## src/sv/assert_macros.svh

```systemverilog
// assertion macros used by the priority queue top level
`ifndef ASSERT_MACROS_SVH
`define ASSERT_MACROS_SVH

`ifndef NO_ASSERTIONS

// same-cycle implication, checked out of reset
`define PQ_ASSERT_IMP(lbl, clk, rst_n, ante, cons) \
    lbl: assert property (@(posedge clk) disable iff (!rst_n) (ante) |-> (cons)) \
        else $error("assertion failed");

// next-cycle implication, checked out of reset
`define PQ_ASSERT_NXT(lbl, clk, rst_n, ante, cons) \
    lbl: assert property (@(posedge clk) disable iff (!rst_n) (ante) |=> (cons)) \
        else $error("assertion failed");

`else

`define PQ_ASSERT_IMP(lbl, clk, rst_n, ante, cons)
`define PQ_ASSERT_NXT(lbl, clk, rst_n, ante, cons)

`endif

`endif

```

## src/sv/pqms_pkg.sv

```systemverilog
// types, codes and compare function of the priority queue
package pqms_pkg;

    localparam int DEPTH_DEF = 256;
    localparam int REQ_W     = 2;
    localparam int VALUE_W   = 32;
    localparam int PRIO_W    = 16;
    localparam int STATUS_W  = 2;
    localparam int FILL_W    = 9;

    localparam logic [REQ_W-1:0] REQ_INSERT = 2'd0;
    localparam logic [REQ_W-1:0] REQ_PEEK   = 2'd1;
    localparam logic [REQ_W-1:0] REQ_REMOVE = 2'd2;

    localparam logic [STATUS_W-1:0] ST_OK    = 2'd0;
    localparam logic [STATUS_W-1:0] ST_FULL  = 2'd1;
    localparam logic [STATUS_W-1:0] ST_EMPTY = 2'd2;

    typedef struct packed {
        logic [VALUE_W-1:0] value;
        logic [PRIO_W-1:0]  prio;
    } t_entry;

    typedef struct packed {
        logic   ins;
        logic   rem;
        t_entry item;
    } t_cell_ctl;

    // true when a is served strictly before b
    function automatic logic entry_better(input t_entry a, input t_entry b);
        logic prio_gt;
        logic prio_eq;
        logic value_lt;
        prio_gt  = a.prio > b.prio;
        prio_eq  = a.prio == b.prio;
        value_lt = $signed(a.value) < $signed(b.value);
        return prio_gt || (prio_eq && value_lt);
    endfunction

endpackage

```

## src/sv/pqms_cell.sv

```systemverilog
// one cell of the sorted shift chain
module pqms_cell (
    input  logic               i_clk,
    input  pqms_pkg::t_cell_ctl i_ctl,
    input  pqms_pkg::t_entry   i_left_entry,
    input  logic               i_left_take,
    input  pqms_pkg::t_entry   i_right_entry,
    input  logic               i_valid,
    output pqms_pkg::t_entry   o_entry,
    output logic               o_take
);
    import pqms_pkg::*;

    t_entry r_entry;
    t_entry n_entry;

    always_comb begin
        o_take  = !i_valid || entry_better(i_ctl.item, r_entry);
        n_entry = r_entry;
        if (i_ctl.ins && o_take) begin
            n_entry = i_left_take ? i_left_entry : i_ctl.item;
        end else if (i_ctl.rem) begin
            n_entry = i_right_entry;
        end
    end

    always_ff @(posedge i_clk) begin
        r_entry <= n_entry;
    end

    assign o_entry = r_entry;

endmodule
```

## config.mk

```make
export PLATFORM = sky130hd
export DESIGN_NAME = pqms_cell
export DESIGN_NICKNAME = d
export VERILOG_FILES = /design/src/sv/assert_macros.svh /design/src/sv/pqms_pkg.sv /design/src/sv/pqms_cell.sv
export SDC_FILE = /design/constraint.sdc
export NUM_CORES = 1
export LEC_CHECK = 0
export BUFFER_PORTS_ARGS = -buffer_cell sky130_fd_sc_hd__buf_2
export CORE_MARGIN = 8
export CORE_UTILIZATION = 35
export CTS_BUF_LIST = sky130_fd_sc_hd__clkbuf_8
export DETAILED_ROUTE_END_ITERATION = 16
export HOLD_SLACK_MARGIN = 0.08
export SLEW_MARGIN = 20
export SYNTH_ARGS = -nofsm -noshare
export SYNTH_HDL_FRONTEND = slang
export SYNTH_SLANG_ARGS = --single-unit
```

## constraint.sdc

```tcl
create_clock -name i_clk -period 7.7 [get_ports i_clk]
set_clock_uncertainty 0.15 [all_clocks]
set_input_delay 1.54 -clock i_clk [delete_from_list [all_inputs] [get_ports i_clk]]
set_output_delay 1.54 -clock i_clk [all_outputs]
set_load 0.05 [all_outputs]
```

==> summary.txt, run 1 <==
Outcome
  • Run status: finished, final reports clean

STA
  • Max Freq: 183 MHz
  • Period utilization: 70.9%
  • Actual slew at the worst max-slew pin: 0.682 ns
  • Relative slew slack: 54.5%
  • Final setup viols: 0
  • Final Hold Viols: 0
  • Setup TNS: 0 ns
  • Minimum clock period: 5.46 ns
  • RSZ-0062 raised after global routing: false
  • Count of pins over their slew limit: 0

Yosys
  • Ys async rst share: 0%
  • Ys Warns: 0
  • Syn nets: 522
  • Sequential area share after synthesis: 37.8%
  • Mapped Cells: 326
  • Cell Area, Synth: 3810 um^2
  • Syn avg cell area: 11.7 um^2
  • Share of the synthesized area in the top cell type: 37.8%
  • Number of enable flip-flop cells after synthesis: 48
  • Ranking of synthesized cells by area: edfxtp_1, mux2_2, ha_1
  • Synth unique cells: 29
  • Count leader, synth: mux2_2
  • Commonest cells post-synth: mux2_2, inv_1, edfxtp_1
  • Main synth FF type: edfxtp_1
  • #FFs+latches synth: 48
  • Largest area contributor in the netlist: edfxtp_1

Finish
  • Max reg flops: 48
  • Fraction of layout cells with a size suffix above 1: 57.8%
  • Antenna fix cells: 0
  • Final std cells w/o fill: 664
  • Area Growth Syn to Fin: 32.8%
  • NumNets Final: 719

Placed design
  • Placed cells: 655
  • Routability cong.: 0.835
  • Port Buffers: 197
  • Detailed placement HPWL: 9180 um

Route
  • Wire length per cell: 16.8 um
  • WL final: 11,100 um
  • Number of remaining DRC errors: 0
  • First drt pass iteration count: 4
  • DRT iter0 DRCs: 97
  • Final ANT Viol Nets: 0
  • Vias/cell: 4.79
  • Via count: 3,181

Critical path
  • Worst path depth: 10
  • Crit path cell chain: buf_2 -> ha_1 -> a211o_1 -> a31oi_1 -> o221ai_1 -> a2111oi_1 -> o21a_1 -> mux2i_1 -> a21oi_1 -> buf_2
  • CP most frequent cell: buf_2
  • Top delay family on crit path: compound AO/OA/AOI/OAI gates
  • Crit start category: input port
  • Critical Path Max Stage Delay: 0.47 ns
  • Crit path max fanout: 2
  • RR Endpoint: o_entry[27]
  • Crit path required time: 6.01 ns
  • Buf+Inv Stages, Crit Path: 2
  • CP Class: input port to output pin
  • Worst R2R Path Depth: 11
  • CP max-delay cell: a2111oi_1
  • Crit end category: output pin
  • Setup slack on the worst flop-to-flop path: 3.65 ns
  • RR Startpoint: o_entry[18]
  • Crit path arrival time: 3.77 ns

Clocking
  • Clk Tree Root Cell: clkbuf_8
  • Num CTS Buffers: 5
  • CTS tree: done
  • Post_cts resized: 0
  • Clk_lat worst skew: 0.31 ns
  • # hold bufs at CTS: 0
  • Clock Pin Slew Worst Setup and Hold Paths: 0.10 ns
  • Setup Fix Bufs, Post-CTS: 0
  • Num Clock Sinks: 48
  • H-tree levels: 2
  • Clock Path Buffers: 2

Power
  • Comb power frac: 40.7%
  • Switch share: 37.1%
  • PD cells: 177 nW/um^2
  • Internal cell power: 0.000563 W
  • Sequential share of power: 38.5%
  • Clock share of power: 20.8%
  • Leak pwr: 2.54 nW
  • Switching power: 0.000332 W
  • Max rail drop VDD: 0.0000746 V

Die
  • Die area: 14,500 um^2
  • # rows: 38
  • Die H: 120 um
  • Core Region: 10,700 um^2
  • Initial Utilization: 35.5%
  • Die W: 120 um
  • I/O pin count: 198

Hold path
  • Worst hold path cell count: 2
  • WHS Endpoint: o_entry[21]
  • Min-delay src: i_right_entry[21]
  • HP Class: input port to flip-flop

GRT
  • First-pass GRT wire length: 17,300 um
  • Grt total ovfl: 0
  • Largest net degree at the start of global routing: 50
  • Gr usage total: 14.8%
  • Initial antenna violation count: 1
  • Vias in the first global route: 3,491

Flow run
  • Max-cap violation count: 0
## how the worst max path moves through the flow
stage | endpoint | startpoint | slack (ns)
global placement | o_take | i_ctl[18] | 2.30
floorplan | o_take | i_ctl[18] | 2.28
CTS | o_take | i_ctl[18] | 2.22
finish | o_take | i_ctl[18] | 2.24
global route | o_take | i_ctl[18] | 2.03
detailed placement | o_take | i_ctl[18] | 2.23
## worst reg2reg max path, delay by kind of cell, from the launching register on
kind | cells | cell delay [ns]
buf+inv | 2 | 0.52
fa+ha+maj | 1 | 0.23
compound gates | 6 | 1.87
mux | 2 | 0.62
flops | 1 | 0.40
## layout make-up
| class | instances | area, um^2 |
|---|---|---|
| fill | 1058 | 5680 |
| multi-input combinational | 219 | 2140 |
| clock buffer | 5 | 68.8 |
| tap | 140 | 175 |
| inverter | 49 | 184 |
| clock inverter | 3 | 37.5 |
| sequential | 48 | 1440 |
| timing repair buffer | 200 | 1020 |
## power groups by stage
stage	Sequential, W	Clock [W]	Combinational [W]
after floorplan	0.000459	0	0.000150
after global placement	0.000350	0	0.000360
after detailed placement	0.000351	0	0.000367
after CTS	0.000345	0.000195	0.000368
after global routing	0.000349	0.000205	0.000395
final	0.000345	0.000186	0.000364
## cells by family (layout without fill, tap and decap cells)
group                      after synthesis  after routing  synth area share [%]
adders and majority gates               47             47                  15.4
muxes                                   96             96                  29.2
buffers and inverters                   59            257                  6.30
AOI/OAI and AO/OA                       43             43                  6.63
and+or+nand+nor                         33             33                  4.69
DFF                                     48             48                  37.8
## stage by stage
step	worst slack (ns)	total power, W	utilization, %	hold slack (ns)	instance area (um^2)
after floorplan	2.28	0.000609	-	1.48	3810
after global placement	2.30	0.000710	46.0	1.58	4940
after detailed placement	2.23	0.000718	46.0	1.60	4940
after CTS	2.22	0.000908	46.9	1.36	5040
after global routing	2.03	0.000949	47.1	1.35	5060
final	2.24	0.000895	47.1	1.37	5060
## routing by layer
layer	track usage (%)	vias up	share of wire, %
met5	0	-	0.090
met1	16.7	1463	42
met3	5.22	9	8.5
li1	-	1587	-
met4	3.51	2	0.92
met2	26.2	120	49
## cells in the final DEF, fill, tap and decap left out, types with 5 or more instances in the layout
cell and count:
edfxtp_1 48, nand2_1 9, nand4_1 9, o21ai_0 10, ha_1 47, a21oi_1 20
inv_1 49, clkbuf_8 5, buf_2 197, mux2_4 9, a21o_1 6, mux2_2 86
(Power assumes the default switching activity.)
==> run 2, diff against run 1 <==
==> constraint.sdc (replaced) <==
create_clock -name i_clk -period 5.1 [get_ports i_clk]
set_clock_uncertainty 0.15 [all_clocks]
set_input_delay 1.02 -clock i_clk [delete_from_list [all_inputs] [get_ports i_clk]]
set_output_delay 1.02 -clock i_clk [all_outputs]
set_load 0.05 [all_outputs]
==> run 2 against run 1 <==
Setup slack got worse by 1.5 ns. Register-to-register slack lost 2.3 ns. Critical endpoint unchanged. Die area unchanged. Cell count grew 0.30%. Clock power increased by 53%. Non-clock buffer count grew 2. Sequential share of layout area decreased by 0.13 points. Combinational power grew 51%. Sequential power grew 51%. Critical path depth stayed put.
==> summary.txt, run 2 (synthesis results as in run 1) <==
Placed design
  • Routability cong.: 0.812 (-2.8%)
  • Placed cells: 658 (+0.46%)
  • Port Buffers: 197 (unchanged)
  • Pre-CTS setup slack: 0.540 ns (-1.69 ns)
  • Detailed placement HPWL: 9270 um (+0.91%)

Clocking
  • Post_cts resized: 0 (unchanged)
  • H-tree levels: 2 (unchanged)
  • Num Clock Sinks: 48 (unchanged)
  • CTS tree: done
  • Num CTS Buffers: 5 (unchanged)
  • Clock Path Buffers: 2 (unchanged)
  • Clk_lat worst skew: 0.31 ns (about the same)
  • Setup Fix Bufs, Post-CTS: 0 (unchanged)
  • # hold bufs at CTS: 0 (unchanged)
  • Clock Pin Slew Worst Setup and Hold Paths: 0.10 ns (about the same)
  • Clk Tree Root Cell: clkbuf_8

STA
  • Hold Slack: 0.850 ns (-0.522 ns)
  • Final Hold Viols: 0 (unchanged)
  • Final setup viols: 0 (unchanged)
  • Actual slew at the worst max-slew pin: 0.659 ns (-0.0235 ns)
  • Max Freq: 228 MHz
  • Setup TNS: 0 ns (unchanged)
  • RSZ-0062 raised after global routing: false
  • Count of pins over their slew limit: 0 (unchanged)
  • Setup WS post-layout: 0.706 ns (-1.53 ns)
  • Period utilization: 86.1%
  • Relative slew slack: 56.1% (+1.6 points)
  • Minimum clock period: 4.39 ns

Route
  • Via count: 3,189 (+0.25%)
  • First drt pass iteration count: 4 (unchanged)
  • Final ANT Viol Nets: 0 (unchanged)
  • DRT iter0 DRCs: 133 (+37%)
  • WL final: 10,900 um (-1.8%)
  • Wire length per cell: 16.4 um (-2.1%)
  • Number of remaining DRC errors: 0 (unchanged)
  • Vias/cell: 4.79 (about the same)

Hold path
  • Min-delay src: i_right_entry[16]
  • Worst hold path cell count: 2 (unchanged)
  • HP Class: input port to flip-flop

Power
  • Internal cell power: 0.000855 W (+52%)
  • Sequential share of power: 38.4% (about the same)
  • Power Total: 0.00136 W (+51%)
  • Switching power: 0.000501 W (+51%)
  • Leak pwr: 2.55 nW (+0.45%)
  • PD cells: 267 nW/um^2 (+51%)
  • Max rail drop VDD: 0.000123 V (+65%)
  • Switch share: 36.9% (-0.18 points)
  • Comb power frac: 40.6% (about the same)
  • Clock share of power: 21.0% (+0.2 points)

Finish
  • Most frequent cells in the layout: buf_2, mux2_2, inv_1
  • Most common cell after layout, fill and taps aside: buf_2
  • Max reg flops: 48 (unchanged)
  • Fraction of layout cells with a size suffix above 1: 58.4% (+0.54 points)
  • Area of the multi-input gates: 2140 um^2 (unchanged)
  • Area Growth Syn to Fin: 33.4%
  • NumNets Final: 721 (+0.28%)
  • Antenna fix cells: 0 (unchanged)
  • Final std cells w/o fill: 666 (+0.30%)
  • Total of fill cells in the finished design: 1,045 (-1.2%)
  • Sequential cell area: 1440 um^2 (unchanged)

Critical path
  • Setup slack on the worst flop-to-flop path: 1.37 ns (-2.28 ns)
  • Crit path capture: o_take
  • CP Class: input port to output pin
  • Crit path arrival time: 3.22 ns (-0.55 ns)
  • CP Launch Point: i_ctl[18]
  • Crit path required time: 3.93 ns (-2.08 ns)
  • Crit end category: output pin
  • Crit start category: input port
  • CP max-delay cell: a2111oi_1
  • Crit path cell chain: buf_2 -> ha_1 -> a211o_1 -> a31oi_1 -> o221ai_1 -> a2111oi_1 -> o21a_1 -> mux2i_1 -> a21oi_1 -> buf_2
  • Crit path max fanout: 2 (unchanged)
  • Critical Path Max Stage Delay: 0.45 ns (-0.02 ns)
  • Worst R2R Path Depth: 11 (unchanged)
  • CP most frequent cell: buf_2
  • RR Startpoint: o_entry[18]
  • RR Endpoint: o_entry[30]

Die
  • Die H: 120 um (unchanged)
  • Initial Utilization: 35.5% (unchanged)
  • # rows: 38 (unchanged)
  • Die W: 120 um (unchanged)
  • Die area: 14,500 um^2 (unchanged)
  • Core Region: 10,700 um^2 (unchanged)
  • I/O pin count: 198 (unchanged)

Flow run
  • Max-cap violation count: 0 (unchanged)

GRT
  • Largest net degree at the start of global routing: 50 (unchanged)
  • Vias in the first global route: 3,451 (-1.1%)
  • Grt total ovfl: 0 (unchanged)
  • Gr usage total: 14.6% (-0.23 points)
  • Initial antenna violation count: 1 (unchanged)
  • First-pass GRT wire length: 17,100 um (-1.0%)

Outcome
  • Run status: finished, final reports clean
run 2: changes by cell type in the layout (fill, tap and decap cells not counted), sizes merged:
cell      change
buf           +2
clkinvlp      +1
clkinv        -1
run 2: final cells by class:
type	count	share of cell area, %
Multi-Input combinational cell	219	42.0
Inverter	49	3.62
Clock buffer	5	1.35
Sequential cell	48	28.3
Clock inverter	3	0.836
Tap cell	140	3.44
Timing Repair Buffer	202	20.4
run 2: worst max-delay path: cells and delay by family:
family / cells / cell delay (ns)
AO/OA/AOI/OAI: 6 / 1.43
buffers and inverters: 2 / 0.40
adder cells (fa/ha/maj): 1 / 0.29
multiplexers: 1 / 0.09
run 2: metal layers:
metal | vias to the layer above | wire, um | track usage [%]
met1 | 1469 | 4590 | 17.1
met5 | - | 8 | 0
met3 | 9 | 925 | 4.66
li1 | 1591 | - | -
met2 | 118 | 5320 | 25.4
met4 | 2 | 103 | 3.51
run 2: how the worst min path moves through the flow:
| stage | to |
|---|---|
| after CTS | o_entry[25] |
| after global routing | o_entry[25] |
| after global placement | o_entry[42] |
| after floorplan | o_entry[38] |
| final | o_entry[16] |
| after detailed placement | o_entry[38] |
run 2: power groups by stage:
stage               sequential, W  combinational, W  clock [W]
floorplan                0.000693          0.000227          0
global placement         0.000529          0.000549          0
detailed placement       0.000531          0.000558          0
CTS                      0.000522          0.000560   0.000295
global route             0.000527          0.000600   0.000309
finish                   0.000520          0.000551   0.000285
run 2: per-stage QoR:
| stage | utilization [%] | area (um^2) |
|---|---|---|
| after floorplan | - | 3810 |
| after global placement | 46.3 | 4970 |
| after detailed placement | 46.3 | 4970 |
| after CTS | 47.3 | 5080 |
| after global routing | 47.3 | 5090 |
| final | 47.3 | 5090 |
